===== src/design/mecanum_wheel_pwm_mixer_defines.svh =====
// assertion macros for the mecanum wheel pwm mixer
// expects clk and rst_n in the scope of each use
`ifndef MECANUM_WHEEL_PWM_MIXER_DEFINES_SVH
`define MECANUM_WHEEL_PWM_MIXER_DEFINES_SVH

// same-cycle implication
`define MWPM_ASSERT_IMPL(lbl, ante, cons, msg) \
  lbl: assert property (@(posedge clk) disable iff (!rst_n) (ante) |-> (cons)) \
    else $error(msg);

// next-cycle implication
`define MWPM_ASSERT_NEXT(lbl, ante, cons, msg) \
  lbl: assert property (@(posedge clk) disable iff (!rst_n) (ante) |=> (cons)) \
    else $error(msg);

`endif


===== src/design/mwpm_pkg.sv =====
// shared types, constants, elaboration-time table functions and the angle fold function of the mixer
// no dependencies
`timescale 1ns / 1ps
`default_nettype none

package mwpm_pkg;

  localparam int TRIG_FRAC_BITS_DEF = 15;
  localparam int FULL_SCALE_DEF     = 100;
  localparam int NUM_WHEELS         = 4;
  localparam int NUM_STAGES         = 7;
  localparam int LANE_STAGES        = 4;
  localparam int RECIP_SHIFT        = 28;
  localparam int CFG_IDX_W          = 1;

  localparam logic [7:0] DUTY_FLOOR_RST = 8'd50;
  localparam logic [3:0] WHEEL_POL_RST  = 4'd9;

  localparam longint PI_Q30 = 64'sd3373259426;

  localparam logic [CFG_IDX_W-1:0] REG_DUTY_FLOOR = 1'b0;
  localparam logic [CFG_IDX_W-1:0] REG_WHEEL_POL  = 1'b1;

  typedef struct packed {
    logic       neg;
    logic [6:0] idx;
  } fold_t;

  typedef struct packed {
    logic [LANE_STAGES-1:0] en;
    logic [LANE_STAGES-1:0] vld;
  } lane_ctl_t;

  // sin of d degrees, d in 0..90, rounded to frac fractional bits
  function automatic longint quarter_sine(input int d, input int frac);
    longint x;
    longint x2;
    longint term;
    longint sum;
    x    = (longint'(d) * PI_Q30 + 64'sd90) / 180;
    x2   = (x * x) >>> 30;
    term = x;
    sum  = x;
    term = ((term * x2) >>> 30) / 6;
    sum  = sum - term;
    term = ((term * x2) >>> 30) / 20;
    sum  = sum + term;
    term = ((term * x2) >>> 30) / 42;
    sum  = sum - term;
    term = ((term * x2) >>> 30) / 72;
    sum  = sum + term;
    term = ((term * x2) >>> 30) / 110;
    sum  = sum - term;
    term = ((term * x2) >>> 30) / 156;
    sum  = sum + term;
    term = ((term * x2) >>> 30) / 210;
    sum  = sum - term;
    term = ((term * x2) >>> 30) / 272;
    sum  = sum + term;
    return (sum + (64'sd1 <<< (29 - frac))) >>> (30 - frac);
  endfunction

  // floor(spd / sqrt 2)
  function automatic logic [6:0] speed_scale(input int spd);
    int v;
    v = 0;
    for (int k = 0; k < 128; k++) begin
      if (2 * (v + 1) * (v + 1) <= spd * spd) begin
        v = v + 1;
      end
    end
    return 7'(v);
  endfunction

  // fold an angle in 0..359 onto the first quadrant
  function automatic fold_t fold_angle(input logic [8:0] deg);
    fold_t f;
    if (deg <= 9'd90) begin
      f.neg = 1'b0;
      f.idx = deg[6:0];
    end else if (deg <= 9'd180) begin
      f.neg = 1'b0;
      f.idx = 7'(9'd180 - deg);
    end else if (deg <= 9'd270) begin
      f.neg = 1'b1;
      f.idx = 7'(deg - 9'd180);
    end else begin
      f.neg = 1'b1;
      f.idx = 7'(9'd360 - deg);
    end
    return f;
  endfunction

endpackage

`default_nettype wire


===== src/design/mwpm_wheel.sv =====
// one wheel lane: rotation mix, truncate, saturate, duty scaling, direction
// depends on mwpm_pkg and mecanum_wheel_pwm_mixer_defines.svh
`timescale 1ns / 1ps
`default_nettype none
`include "mecanum_wheel_pwm_mixer_defines.svh"

module mwpm_wheel import mwpm_pkg::*; #(
  parameter int TRIG_FRAC_BITS = TRIG_FRAC_BITS_DEF,
  parameter int FULL_SCALE     = FULL_SCALE_DEF,
  localparam int NW            = TRIG_FRAC_BITS + 11
) (
  input  wire logic                 clk,
  input  wire logic                 rst_n,
  input  wire lane_ctl_t            ctl,
  input  wire logic signed [NW-1:0] base,
  input  wire logic signed [NW-1:0] rot_term,
  input  wire logic [7:0]           duty_floor,
  input  wire logic                 polarity,
  output logic [7:0]                duty,
  output logic                      dir
);

  localparam int SHW = NW - (TRIG_FRAC_BITS + 1);
  localparam int MW  = $clog2(FULL_SCALE + 1);
  localparam int PW  = MW + 8;
  localparam int RW  = RECIP_SHIFT + 1;
  localparam int XW  = PW + RW;
  localparam logic [SHW-1:0] FS_SH = SHW'(FULL_SCALE);
  localparam logic [RW-1:0] RECIP =
    RW'(((64'd1 << RECIP_SHIFT) + 64'(FULL_SCALE) - 64'd1) / 64'(FULL_SCALE));

  logic signed [NW-1:0] num;
  logic [NW-1:0]        abs_num;
  logic [SHW-1:0]       sh;
  logic [MW-1:0]        mag_nxt, mag_r;
  logic                 neg_nxt, neg_r;
  logic [PW-1:0]        p_nxt, p_r;
  logic                 neg_b_r, nz_b_r;
  logic [XW-1:0]        prod;
  logic [7:0]           q_nxt, q_r;
  logic                 neg_c_r, nz_c_r;
  logic [7:0]           duty_nxt, duty_r;
  logic                 dir_nxt, dir_r;

  // truncate toward zero, then saturate
  always_comb begin
    num     = base + rot_term;
    abs_num = num[NW-1] ? NW'(-num) : NW'(num);
    sh      = abs_num[NW-1:TRIG_FRAC_BITS+1];
    neg_nxt = num[NW-1] && (sh != '0);
    mag_nxt = (sh > FS_SH) ? MW'(FULL_SCALE) : sh[MW-1:0];
  end

  always_comb begin
    p_nxt = PW'(mag_r) * PW'(8'd255 - duty_floor);
  end

  // divide by full scale through the reciprocal
  always_comb begin
    prod  = XW'(p_r) * XW'(RECIP);
    q_nxt = prod[RECIP_SHIFT+7:RECIP_SHIFT];
  end

  always_comb begin
    duty_nxt = nz_c_r ? (duty_floor + q_r) : 8'd0;
    dir_nxt  = polarity ^ neg_c_r;
  end

  always_ff @(posedge clk) begin
    if (ctl.en[0]) begin
      mag_r <= mag_nxt;
      neg_r <= neg_nxt;
    end
    if (ctl.en[1]) begin
      p_r     <= p_nxt;
      neg_b_r <= neg_r;
      nz_b_r  <= (mag_r != '0);
    end
    if (ctl.en[2]) begin
      q_r     <= q_nxt;
      neg_c_r <= neg_b_r;
      nz_c_r  <= nz_b_r;
    end
    if (ctl.en[3]) begin
      duty_r <= duty_nxt;
      dir_r  <= dir_nxt;
    end
  end

  assign duty = duty_r;
  assign dir  = dir_r;

  `MWPM_ASSERT_IMPL(a_mag_saturated, ctl.vld[0], mag_r <= MW'(FULL_SCALE), "magnitude above full scale")
  `MWPM_ASSERT_IMPL(a_neg_nonzero, ctl.vld[0] && neg_r, mag_r != '0, "negative flag on zero value")
  `MWPM_ASSERT_IMPL(a_zero_quotient, ctl.vld[2] && !nz_c_r, q_r == 8'd0, "quotient nonzero for zero value")

endmodule

`default_nettype wire


===== src/design/mecanum_wheel_pwm_mixer.sv =====
// top level of the mecanum wheel pwm mixer: input stages, config registers, lanes
// depends on mwpm_pkg, mwpm_wheel and mecanum_wheel_pwm_mixer_defines.svh
//
// Seven-stage pipeline that takes one motion command per clock unless stalled by
// out_ready and returns four wheel duties and direction levels from its last stage;
// throughput is one command per cycle under that condition, and each stage holds its
// item only while the next one is held, so the output register may wait on out_ready
// while new commands fill empty stages. Stage one folds the heading into a
// quadrant and scales the speed by a 128-entry table, stage two reads a 91-entry
// sine table and forms the sum and difference, stage three does the speed multiply,
// and each wheel lane then mixes in rotation and saturates, multiplies by the duty
// span, divides by full scale with a reciprocal multiply and adds the floor.
// Configuration writes are taken every cycle and are meant for an idle pipeline.
`timescale 1ns / 1ps
`default_nettype none
`include "mecanum_wheel_pwm_mixer_defines.svh"

module mecanum_wheel_pwm_mixer import mwpm_pkg::*; #(
  parameter int TRIG_FRAC_BITS = TRIG_FRAC_BITS_DEF,
  parameter int FULL_SCALE     = FULL_SCALE_DEF
) (
  input  wire logic                 clk,
  input  wire logic                 rst_n,
  input  wire logic                 in_valid,
  output logic                      in_ready,
  input  wire logic [8:0]           in_heading_deg,
  input  wire logic [6:0]           in_speed_pct,
  input  wire logic signed [7:0]    in_turn_rate,
  input  wire logic                 in_drift_mode,
  output logic                      out_valid,
  input  wire logic                 out_ready,
  output logic [7:0]                out_duty_0,
  output logic [7:0]                out_duty_1,
  output logic [7:0]                out_duty_2,
  output logic [7:0]                out_duty_3,
  output logic                      out_dir_0,
  output logic                      out_dir_1,
  output logic                      out_dir_2,
  output logic                      out_dir_3,
  input  wire logic                 cfg_valid,
  output logic                      cfg_ready,
  input  wire logic [CFG_IDX_W-1:0] cfg_index,
  input  wire logic [7:0]           cfg_data
);

  localparam int SW = TRIG_FRAC_BITS + 2;
  localparam int NW = TRIG_FRAC_BITS + 11;

  // constant tables
  logic signed [SW-1:0] sin_tab [91];
  logic [6:0]           v_tab [128];

  for (genvar g = 0; g < 91; g++) begin : g_sin
    assign sin_tab[g] = SW'(quarter_sine(g, TRIG_FRAC_BITS));
  end
  for (genvar g = 0; g < 128; g++) begin : g_spd
    assign v_tab[g] = speed_scale(g);
  end

  // config registers
  logic [7:0] duty_floor_r, duty_floor_nxt;
  logic [3:0] wheel_pol_r, wheel_pol_nxt;

  assign cfg_ready = 1'b1;

  always_comb begin
    duty_floor_nxt = duty_floor_r;
    wheel_pol_nxt  = wheel_pol_r;
    if (cfg_valid && cfg_ready) begin
      case (cfg_index)
        REG_DUTY_FLOOR: duty_floor_nxt = cfg_data;
        REG_WHEEL_POL:  wheel_pol_nxt  = cfg_data[3:0];
        default: ;
      endcase
    end
  end

  always_ff @(posedge clk) begin
    if (!rst_n) begin
      duty_floor_r <= DUTY_FLOOR_RST;
      wheel_pol_r  <= WHEEL_POL_RST;
    end else begin
      duty_floor_r <= duty_floor_nxt;
      wheel_pol_r  <= wheel_pol_nxt;
    end
  end

  // pipeline flow control
  logic [NUM_STAGES-1:0] vld_r, vld_nxt, en;

  always_comb begin
    en[NUM_STAGES-1] = !vld_r[NUM_STAGES-1] || out_ready;
    for (int k = NUM_STAGES - 2; k >= 0; k--) begin
      en[k] = !vld_r[k] || en[k+1];
    end
    vld_nxt[0] = en[0] ? in_valid : vld_r[0];
    for (int k = 1; k < NUM_STAGES; k++) begin
      vld_nxt[k] = en[k] ? vld_r[k-1] : vld_r[k];
    end
  end

  always_ff @(posedge clk) begin
    if (!rst_n) begin
      vld_r <= '0;
    end else begin
      vld_r <= vld_nxt;
    end
  end

  assign in_ready  = en[0];
  assign out_valid = vld_r[NUM_STAGES-1];

  // stage 1: angle fold and speed scale
  logic [8:0]        hmod;
  logic [9:0]        ang_s, ang_c;
  logic [8:0]        ang_s_m, ang_c_m;
  fold_t             s_f_nxt, c_f_nxt, s_f_r, c_f_r;
  logic [6:0]        v0_r;
  logic signed [7:0] rot0_r;
  logic              drift0_r;

  always_comb begin
    hmod    = (in_heading_deg >= 9'd360) ? (in_heading_deg - 9'd360) : in_heading_deg;
    ang_s   = {1'b0, hmod} + 10'd90;
    ang_c   = {1'b0, hmod} + 10'd180;
    ang_s_m = (ang_s >= 10'd360) ? 9'(ang_s - 10'd360) : ang_s[8:0];
    ang_c_m = (ang_c >= 10'd360) ? 9'(ang_c - 10'd360) : ang_c[8:0];
    s_f_nxt = fold_angle(ang_s_m);
    c_f_nxt = fold_angle(ang_c_m);
  end

  always_ff @(posedge clk) begin
    if (en[0]) begin
      s_f_r    <= s_f_nxt;
      c_f_r    <= c_f_nxt;
      v0_r     <= v_tab[in_speed_pct];
      rot0_r   <= in_turn_rate;
      drift0_r <= in_drift_mode;
    end
  end

  // stage 2: table read, sum and difference
  logic signed [SW-1:0] s_val, c_val;
  logic signed [SW:0]   sd_nxt, ss_nxt, sd_r, ss_r;
  logic [6:0]           v1_r;
  logic signed [7:0]    rot1_r;
  logic                 drift1_r;

  always_comb begin
    s_val  = s_f_r.neg ? -sin_tab[s_f_r.idx] : sin_tab[s_f_r.idx];
    c_val  = c_f_r.neg ? -sin_tab[c_f_r.idx] : sin_tab[c_f_r.idx];
    sd_nxt = (SW+1)'(s_val) - (SW+1)'(c_val);
    ss_nxt = (SW+1)'(s_val) + (SW+1)'(c_val);
  end

  always_ff @(posedge clk) begin
    if (en[1]) begin
      sd_r     <= sd_nxt;
      ss_r     <= ss_nxt;
      v1_r     <= v0_r;
      rot1_r   <= rot0_r;
      drift1_r <= drift0_r;
    end
  end

  // stage 3: speed multiply, doubled when there is no rotation
  logic signed [NW-1:0] pa, pb, ta_nxt, tb_nxt, ta_r, tb_r;
  logic signed [NW-1:0] v_ext;
  logic signed [7:0]    rot2_r;
  logic                 drift2_r;

  always_comb begin
    v_ext  = NW'($signed({1'b0, v1_r}));
    pa     = v_ext * NW'(sd_r);
    pb     = v_ext * NW'(ss_r);
    ta_nxt = (rot1_r == 8'sd0) ? (pa <<< 1) : pa;
    tb_nxt = (rot1_r == 8'sd0) ? (pb <<< 1) : pb;
  end

  always_ff @(posedge clk) begin
    if (en[2]) begin
      ta_r     <= ta_nxt;
      tb_r     <= tb_nxt;
      rot2_r   <= rot1_r;
      drift2_r <= drift1_r;
    end
  end

  // rotation terms per wheel
  logic signed [NW-1:0] rot_h, rot_f;
  logic signed [NW-1:0] rot_add [NUM_WHEELS];

  always_comb begin
    rot_h = NW'(rot2_r) <<< TRIG_FRAC_BITS;
    rot_f = rot_h <<< 1;
    if (drift2_r) begin
      rot_add[0] = '0;
      rot_add[1] = '0;
      rot_add[2] = -rot_f;
      rot_add[3] = rot_f;
    end else begin
      rot_add[0] = rot_h;
      rot_add[1] = -rot_h;
      rot_add[2] = -rot_h;
      rot_add[3] = rot_h;
    end
  end

  // wheel lanes
  lane_ctl_t  lane_ctl;
  logic [7:0] duty_w [NUM_WHEELS];
  logic       dir_w [NUM_WHEELS];

  assign lane_ctl.en  = en[NUM_STAGES-1:NUM_STAGES-LANE_STAGES];
  assign lane_ctl.vld = vld_r[NUM_STAGES-1:NUM_STAGES-LANE_STAGES];

  for (genvar g = 0; g < NUM_WHEELS; g++) begin : g_wheel
    mwpm_wheel #(
      .TRIG_FRAC_BITS (TRIG_FRAC_BITS),
      .FULL_SCALE     (FULL_SCALE)
    ) u_wheel (
      .clk        (clk),
      .rst_n      (rst_n),
      .ctl        (lane_ctl),
      .base       ((g % 2 == 0) ? ta_r : tb_r),
      .rot_term   (rot_add[g]),
      .duty_floor (duty_floor_r),
      .polarity   (wheel_pol_r[g]),
      .duty       (duty_w[g]),
      .dir        (dir_w[g])
    );
  end

  assign out_duty_0 = duty_w[0];
  assign out_duty_1 = duty_w[1];
  assign out_duty_2 = duty_w[2];
  assign out_duty_3 = duty_w[3];
  assign out_dir_0  = dir_w[0];
  assign out_dir_1  = dir_w[1];
  assign out_dir_2  = dir_w[2];
  assign out_dir_3  = dir_w[3];

  `MWPM_ASSERT_IMPL(a_full_when_stalled, !in_ready, &vld_r, "input stalled with a free stage")
  `MWPM_ASSERT_NEXT(a_accept_lands, in_valid && in_ready, vld_r[0], "accepted request not in first stage")
  `MWPM_ASSERT_IMPL(a_fold_range, vld_r[0], (s_f_r.idx <= 7'd90) && (c_f_r.idx <= 7'd90), "folded angle out of quadrant")

endmodule

`default_nettype wire

===== config.mk =====
export PLATFORM = sky130hd
export DESIGN_NAME = mecanum_wheel_pwm_mixer
export DESIGN_NICKNAME = d
export VERILOG_FILES = /design/src/design/mwpm_pkg.sv /design/src/design/mwpm_wheel.sv /design/src/design/mecanum_wheel_pwm_mixer.sv
export VERILOG_INCLUDE_DIRS = /design/src /design/src/design
export SDC_FILE = /design/constraint.sdc
export NUM_CORES = 2
export LEC_CHECK = 0
export BUFFER_PORTS_ARGS = -buffer_cell sky130_fd_sc_hd__buf_2
export CORE_ASPECT_RATIO = 0.7
export CORE_UTILIZATION = 30
export CTS_BUF_LIST = sky130_fd_sc_hd__clkbuf_2 sky130_fd_sc_hd__clkbuf_4 sky130_fd_sc_hd__clkbuf_8
export DETAILED_ROUTE_END_ITERATION = 8
export GPL_ROUTABILITY_DRIVEN = 0
export GPL_TIMING_DRIVEN = 0
export SLEW_MARGIN = 20
export SYNTH_ARGS = -nofsm -noshare
export SYNTH_HDL_FRONTEND = slang
export SYNTH_SLANG_ARGS = --single-unit
export TNS_END_PERCENT = 30

===== constraint.sdc =====
create_clock -name clk -period 10.4 [get_ports clk]
set_input_delay 0.52 -clock clk [delete_from_list [all_inputs] [get_ports clk]]
set_output_delay 0.52 -clock clk [all_outputs]
set_load 0.005 [all_outputs]

After elaboration in Yosys (flattened, before gate mapping)

Memory sizes are Yosys's and may differ from the RTL's. A register that Yosys moved wholly into a read port is not among the register bits.
Cells that the tools add are included.

Bitwise gates (word level): 8
Reductions and logical operators: 31
Add/subtract/negate cells: 30
Magnitude comparators: 15
Multipliers: 10
Multiplexer cells: 22

Operators by type and width:

| operator                                                                          | number |
|---|---|
| 26-bit 2-to-1 mux                                                                 | 6 |
| 15-bit by 22-bit multiplier with 36-bit output (second input constant)            | 4 |
| 26-bit adder                                                                      | 4 |
| 104-bit 2-to-1 mux                                                                | 1 |
| 26-bit negation                                                                   | 4 |
| 17-bit 2-to-1 mux                                                                 | 6 |
| 7-bit by 15-bit multiplier with 15-bit output                                     | 4 |
| 8-bit by 18-bit multiplier with 26-bit output                                     | 2 |
| 7-bit 2-to-1 mux                                                                  | 6 |
| 10-bit by 7-bit greater-than comparator with 1-bit output (second input constant) | 4 |
| 10-bit nonzero test                                                               | 4 |
| 17-bit negation                                                                   | 2 |
| 8-bit adder                                                                       | 4 |
| 7-bit nonzero test                                                                | 4 |
| 9-bit 2-to-1 mux                                                                  | 3 |
| 9-bit subtractor (second input constant)                                          | 3 |
| 23-bit negation with 26-bit output                                                | 1 |
| 24-bit negation with 26-bit output                                                | 1 |
| 7-bit inverter with 8-bit output                                                  | 3 |
| 10-bit by 9-bit >= comparator with 1-bit output (second input constant)           | 2 |
| 17-bit by 17-bit adder with 18-bit output                                         | 1 |
| 9-bit by 7-bit less-or-equal comparator with 1-bit output (second input constant) | 2 |
| 9-bit by 8-bit less-or-equal comparator with 1-bit output (second input constant) | 2 |
| 9-bit less-or-equal comparator (second input constant)                            | 2 |
| other kinds (17)                                                                  | 41 |

ROM bits: 5248
Output and inout port bits: 39
Word-level logic and storage cells: 185
Memories: 3
Bits in registers: 333

Memories:

| memory           | words | width | read ports | clocked after memory_dff | wr ports | RTL line                       | text |
|---|---|---|---|---|---|---|---|
| (name not given) | 128   | 17    | 1          | 0                        | 0        | mecanum_wheel_pwm_mixer.sv:151 | `c_val = c_f_r.neg ? -sin_tab[c_f_r.idx] : sin_tab[c_f_r.idx];` |
| (name not given) | 128   | 17    | 1          | 0                        | 0        | mecanum_wheel_pwm_mixer.sv:150 | `s_val = s_f_r.neg ? -sin_tab[s_f_r.idx] : sin_tab[s_f_r.idx];` |
| (name not given) | 128   | 7     | 1          | 1                        | 0        | mecanum_wheel_pwm_mixer.sv:136 | `v0_r <= v_tab[in_speed_pct];` |

Logic depth before layout (Yosys ltp)

Depth in word-level cells: 9
Mapped depth: 32
Mapped depth without buffers: 27

Hierarchy

Synthesis repeated with hierarchy kept, for this count alone.

Cell total of the unflattened synthesis: 7109
Area total of the unflattened synthesis: 64805.9 µm²

By module, submodules not included:

| module                           | area an instance (µm²) | instances | cells each |
|---|---|---|---|
| mecanum_wheel_pwm_mixer          | 23417.5                | 1         | 2832 |
| mwpm_wheel at g_wheel[0].u_wheel | 10512.6                | 1         | 1105 |
| mwpm_wheel at g_wheel[3].u_wheel | 10373.7                | 1         | 1064 |
| mwpm_wheel at g_wheel[1].u_wheel | 10341.2                | 1         | 1081 |
| mwpm_wheel at g_wheel[2].u_wheel | 10161.0                | 1         | 1027 |

Worst setup path after synthesis

No wires, ideal clock.

Path kind: flip-flop to flip-flop
Start: register g_wheel[2].u_wheel.p_r[3]
End: register g_wheel[2].u_wheel.q_r[7], data pin
Setup slack: 4132 ps
Period minus slack after synthesis: 6268 ps
Library setup time: 266 ps
Cell stages (with the launch flop): 26
Data required time: 10134 ps
Arrival: 6002 ps
Cell sequence: edfxtp_1 -> fa_1 -> inv_1 -> fa_1 -> inv_1 -> fa_1 -> inv_1 -> fa_1 -> inv_1 -> fa_1 -> inv_1 -> fa_1 -> inv_1 -> ha_1 -> a21o_1 -> a21o_1 -> a21o_1 -> a21o_1 -> a21o_1 -> a21oi_1 -> o21ai_0 -> nand3_1 -> a31oi_1 -> o41ai_1 -> mux2i_1 -> nand4_1

Word-level cells in the longest chain between the ends: 1

RTL lines:

| item                                           | RTL line         | text |
|---|---|---|
| from (decl)                                    | mwpm_wheel.sv:37 | `logic [PW-1:0] p_nxt, p_r;` |
| from (signal assigned)                         | mwpm_wheel.sv:75 | `p_r <= p_nxt;` |
| 15-bit by 22-bit multiplier with 36-bit output | mwpm_wheel.sv:60 | `prod = XW'(p_r) * XW'(RECIP);` |
| net g_wheel[2].u_wheel.prod[35]                | mwpm_wheel.sv:39 | `logic [XW-1:0] prod;` |
| to (signal assigned)                           | mwpm_wheel.sv:80 | `q_r <= q_nxt;` |
| to (decl)                                      | mwpm_wheel.sv:40 | `logic [7:0] q_nxt, q_r;` |

The timed path passes the listed nets, and every way through them passes these cells.
A chain may end at the register's enable or synchronous reset.

Worst setup path in the final report

Start: register s_f_r[0] in the netlist's numbering
End: register ss_r[15], data pin

Word-level cells in the longest chain between the ends: 7

RTL lines:

| item                                                     | RTL line                       | text |
|---|---|---|
| from (decl)                                              | mecanum_wheel_pwm_mixer.sv:117 | `fold_t s_f_nxt, c_f_nxt, s_f_r, c_f_r;` |
| from (signal assigned)                                   | mecanum_wheel_pwm_mixer.sv:134 | `s_f_r <= s_f_nxt;` |
| 7-bit inverter with 8-bit output (not written as such) * | mecanum_wheel_pwm_mixer.sv:150 |  |
| memory 128 x 17 bit *                                    | n/a                            |  |
| 17-bit 2-to-1 mux (not written as such) * (2 in a row)   | mecanum_wheel_pwm_mixer.sv:150 |  |
| 17-bit negation                                          | mecanum_wheel_pwm_mixer.sv:150 |  |
| 17-bit 2-to-1 mux *                                      | mecanum_wheel_pwm_mixer.sv:150 |  |
| 17-bit by 17-bit adder with 18-bit output *              | mecanum_wheel_pwm_mixer.sv:153 | `ss_nxt = (SW+1)'(s_val) + (SW+1)'(c_val);` |
| net ss_nxt[15]                                           | mecanum_wheel_pwm_mixer.sv:144 | `logic signed [SW:0] sd_nxt, ss_nxt, sd_r, ss_r;` |
| to (signal assigned)                                     | mecanum_wheel_pwm_mixer.sv:159 | `ss_r <= ss_nxt;` |
| to (decl)                                                | mecanum_wheel_pwm_mixer.sv:144 |  |

Mark *: on every way through the listed nets, which the timed path passes. The rest lies on a longest branch. The select of a mux whose other input is x is not followed.

==> reports/metrics.cfg <==
[run_status]
status=completed

[sta]
finalCriticalPeriod_ns=7.53
finClkSkew_ns=0.0927
max_freq_ghz=0.133
hold_violations=0
max-slew-margin-rel_pct=28.0
rsz0062_at_grt=no
maxSlewViolCount=0
min_period_over_period_pct=72.4
setup_viol=0
fin_setup_tns_ns=0
worst_pin_slew_ns=1.07

[synth]
synth_cell_types=109
ys_seq_area_share_pct=16.7
yosys_warnings=0
ys_seq_elements=337
synth_edf_count=318
syn_inst=6356
syn_area_um2=59500
syn-num-nets=8045
postSynthAreaPerCell_um2=9.36
synth_ff_type=edfxtp_1
async_reset_ff_share_pct=0

[placed_design]
hpwl_um=126000
io_buffers=74
post_dp_cell_area_um2=63200

[drt]
drtIter0Drc=3734
dr_total_vias=44292
ant_nets=0
route.detailed.drc=0
wl_per_cell_um=16.4
drt_pass1_iterations=9
drt-total-wl_um=150000
vias_per_cell=4.83

[floorplanning]
coreArea_um2=197000
start_util_pct=30.3
rows=136
die-area_um2=200000
die_x_um=534
fp.dieH_um=375
num_io_pins=78

[global_routing]
grt_pass1_vias=45177
gr-total-overflow=0
grt_max_degree=61
grt_usage_pct=15.0
antenna_found_initial=2
grt_pass1_wl_um=244000

[finish]
fin_nets=8188
drive_gt1_share_pct=4.25
layout_commonest_cell=inv_1
layout_common_cells=inv_1, ha_1, fa_1
area_growth_pct=8.69
fill_cells=20165
design_area_um2=64700

[clock_network]
hold_buffers=9
worstSkewPairLatency_ns=0.78
root_buffer=clkbuf_8
postCtsSetupBuffers=0
path_clk_slew_ns=0.06
cts_tree=done
cts_num_sinks=337
cts_buffer_depth=3
cts_buffers=55
ctsResizeCount=0
cts-htree-levels=2

[worst_setup_path]
end_kind=register
crit_required_ns=10.85
critPathLaunchType=register
critical_path_class=reg -> reg
arrival_ns=7.98
worstPathMaxFanout=16

[run]
drv_cap=0

[worst_hold_path]
min_path_type=in -> reg

## logic make-up (layout without fill, tap and decap cells)
family / Yosys count / after routing / synth area share, %
AO/OA/AOI/OAI: 1047 / 1047 / 11.6
other: 1 / 3 / 0.00630
multiplexers: 62 / 62 / 1.39
adder cells (fa/ha/maj): 1651 / 1651 / 43.7
buffers and inverters: 1451 / 1639 / 9.23
XOR/XNOR: 305 / 305 / 4.51
flip-flops: 337 / 337 / 16.7
AND/OR/NAND/NOR: 1502 / 1502 / 12.9
## worst paths after layout
kind	slack, ns	startpoint	end	depth (start not counted)
worst max-delay path	2.87	s_f_r[0]	ss_r[15]	25
worst min-delay path	0.04	in_drift_mode	drift0_r	1
worst max register to register	2.87	s_f_r[0]	ss_r[15]	25
worst min register to register	0.42	rot0_r[1]	rot1_r[1]	0
## through the flow
step / setup slack, ns / hold WS [ns] / cells / utilization (%)
final: 2.87 / 0.0434 / 9168 / 32.9
after floorplan: 4.13 / 0.400 / 6356 / -
after detailed placement: 3.06 / 0.405 / 9055 / 32.2
after global routing: 2.38 / 0.00510 / 9167 / 32.9
after global placement: 3.16 / 0.404 / 9052 / 32.1
after CTS: 3.06 / 0.000521 / 9166 / 32.9
## area by class of cell
class                      count  area [um^2]  share of cell area [%]
multi-input combinational   4568        44100                    68.2
sequential                   337         9930                    15.4
inverter                    1273         4790                    7.40
tap                         2622         3280                    5.07
clock buffer                  73          917                    1.42
buffer                       178          711                    1.10
timing repair buffer          86          520                   0.805
clock inverter                29          425                   0.658
antenna                        2         5.00                 0.00774
## cell usage after synthesis (20+ instances only)
library cell  instances  area share [%]
fa_1                710              24
nand2_1             397             2.5
o21ai_0             224             1.9
nor3_1               98            0.82
clkbuf_1            142            0.90
ha_1                940              20
nand2b_1            155             1.6
nor4_1               24            0.25
o21a_1               42            0.53
nor2_1              246             1.6
o21bai_1             53            0.67
inv_1              1266             8.0
mux2i_1              36            0.61
xnor2_1             209             3.1
nor2b_1             163             1.7
and2_1              213             2.2
xor2_1               94             1.4
a211oi_1             58            0.73
buf_1                24            0.15
a21o_1              105             1.3
a31oi_1              35            0.37
nand3_1              69            0.58
edfxtp_1            318              16
or3_1                20            0.21
o211ai_1             43            0.54
and3_1               23            0.24
or2_2                24            0.25
a21oi_1             276             2.3
## worst max-delay path, stage by stage, from the launching register on
cell      delay [ns]
edfxtp_1        0.61
inv_1           0.15
clkbuf_1        0.65
ha_1            0.32
clkbuf_1        0.42
nor2b_1         0.68
o21ai_0         0.16
a21oi_1         0.17
a211oi_1        0.08
or2_2           0.39
ha_1            0.30
inv_1           0.03
mux2i_1         0.56
ha_1            0.37
a21o_1          0.16
a21oi_1         0.23
o21bai_1        0.10
a21oi_1         0.24
o21bai_1        0.09
a21oi_1         0.25
o21bai_1        0.11
a21oi_1         0.26
o21ai_0         0.25
a211o_1         0.32
a21oi_1         0.27
xnor2_1         0.11
## flip-flops by register name (all words and copies together), names as in the netlist, 7 cells and up
name and cells:
g_wheel.u_wheel.q_r 32, c_f_r 7, ss_r 17, tb_r 25, g_wheel.u_wheel.p_r 60, ta_r 26
rot1_r 8, vld_r 7, v0_r 7, s_f_r 8, g_wheel.u_wheel.duty 32, rot2_r 8
v1_r 7, g_wheel.u_wheel.mag_r 28, duty_floor_r 8, rot0_r 8, sd_r 18
## layer usage
metal | part of all wire, % | wire length [um] | GRT usage [%]
met1 | 49 | 74300 | 22.3
met2 | 42 | 63100 | 22.8
met5 | 0.0087 | 13 | 0
met3 | 6.9 | 10400 | 2.53
met4 | 1.6 | 2470 | 2.48
Power is not shown: default switching activity piles up to over one toggle a cycle in this logic, so the estimate is an artifact.
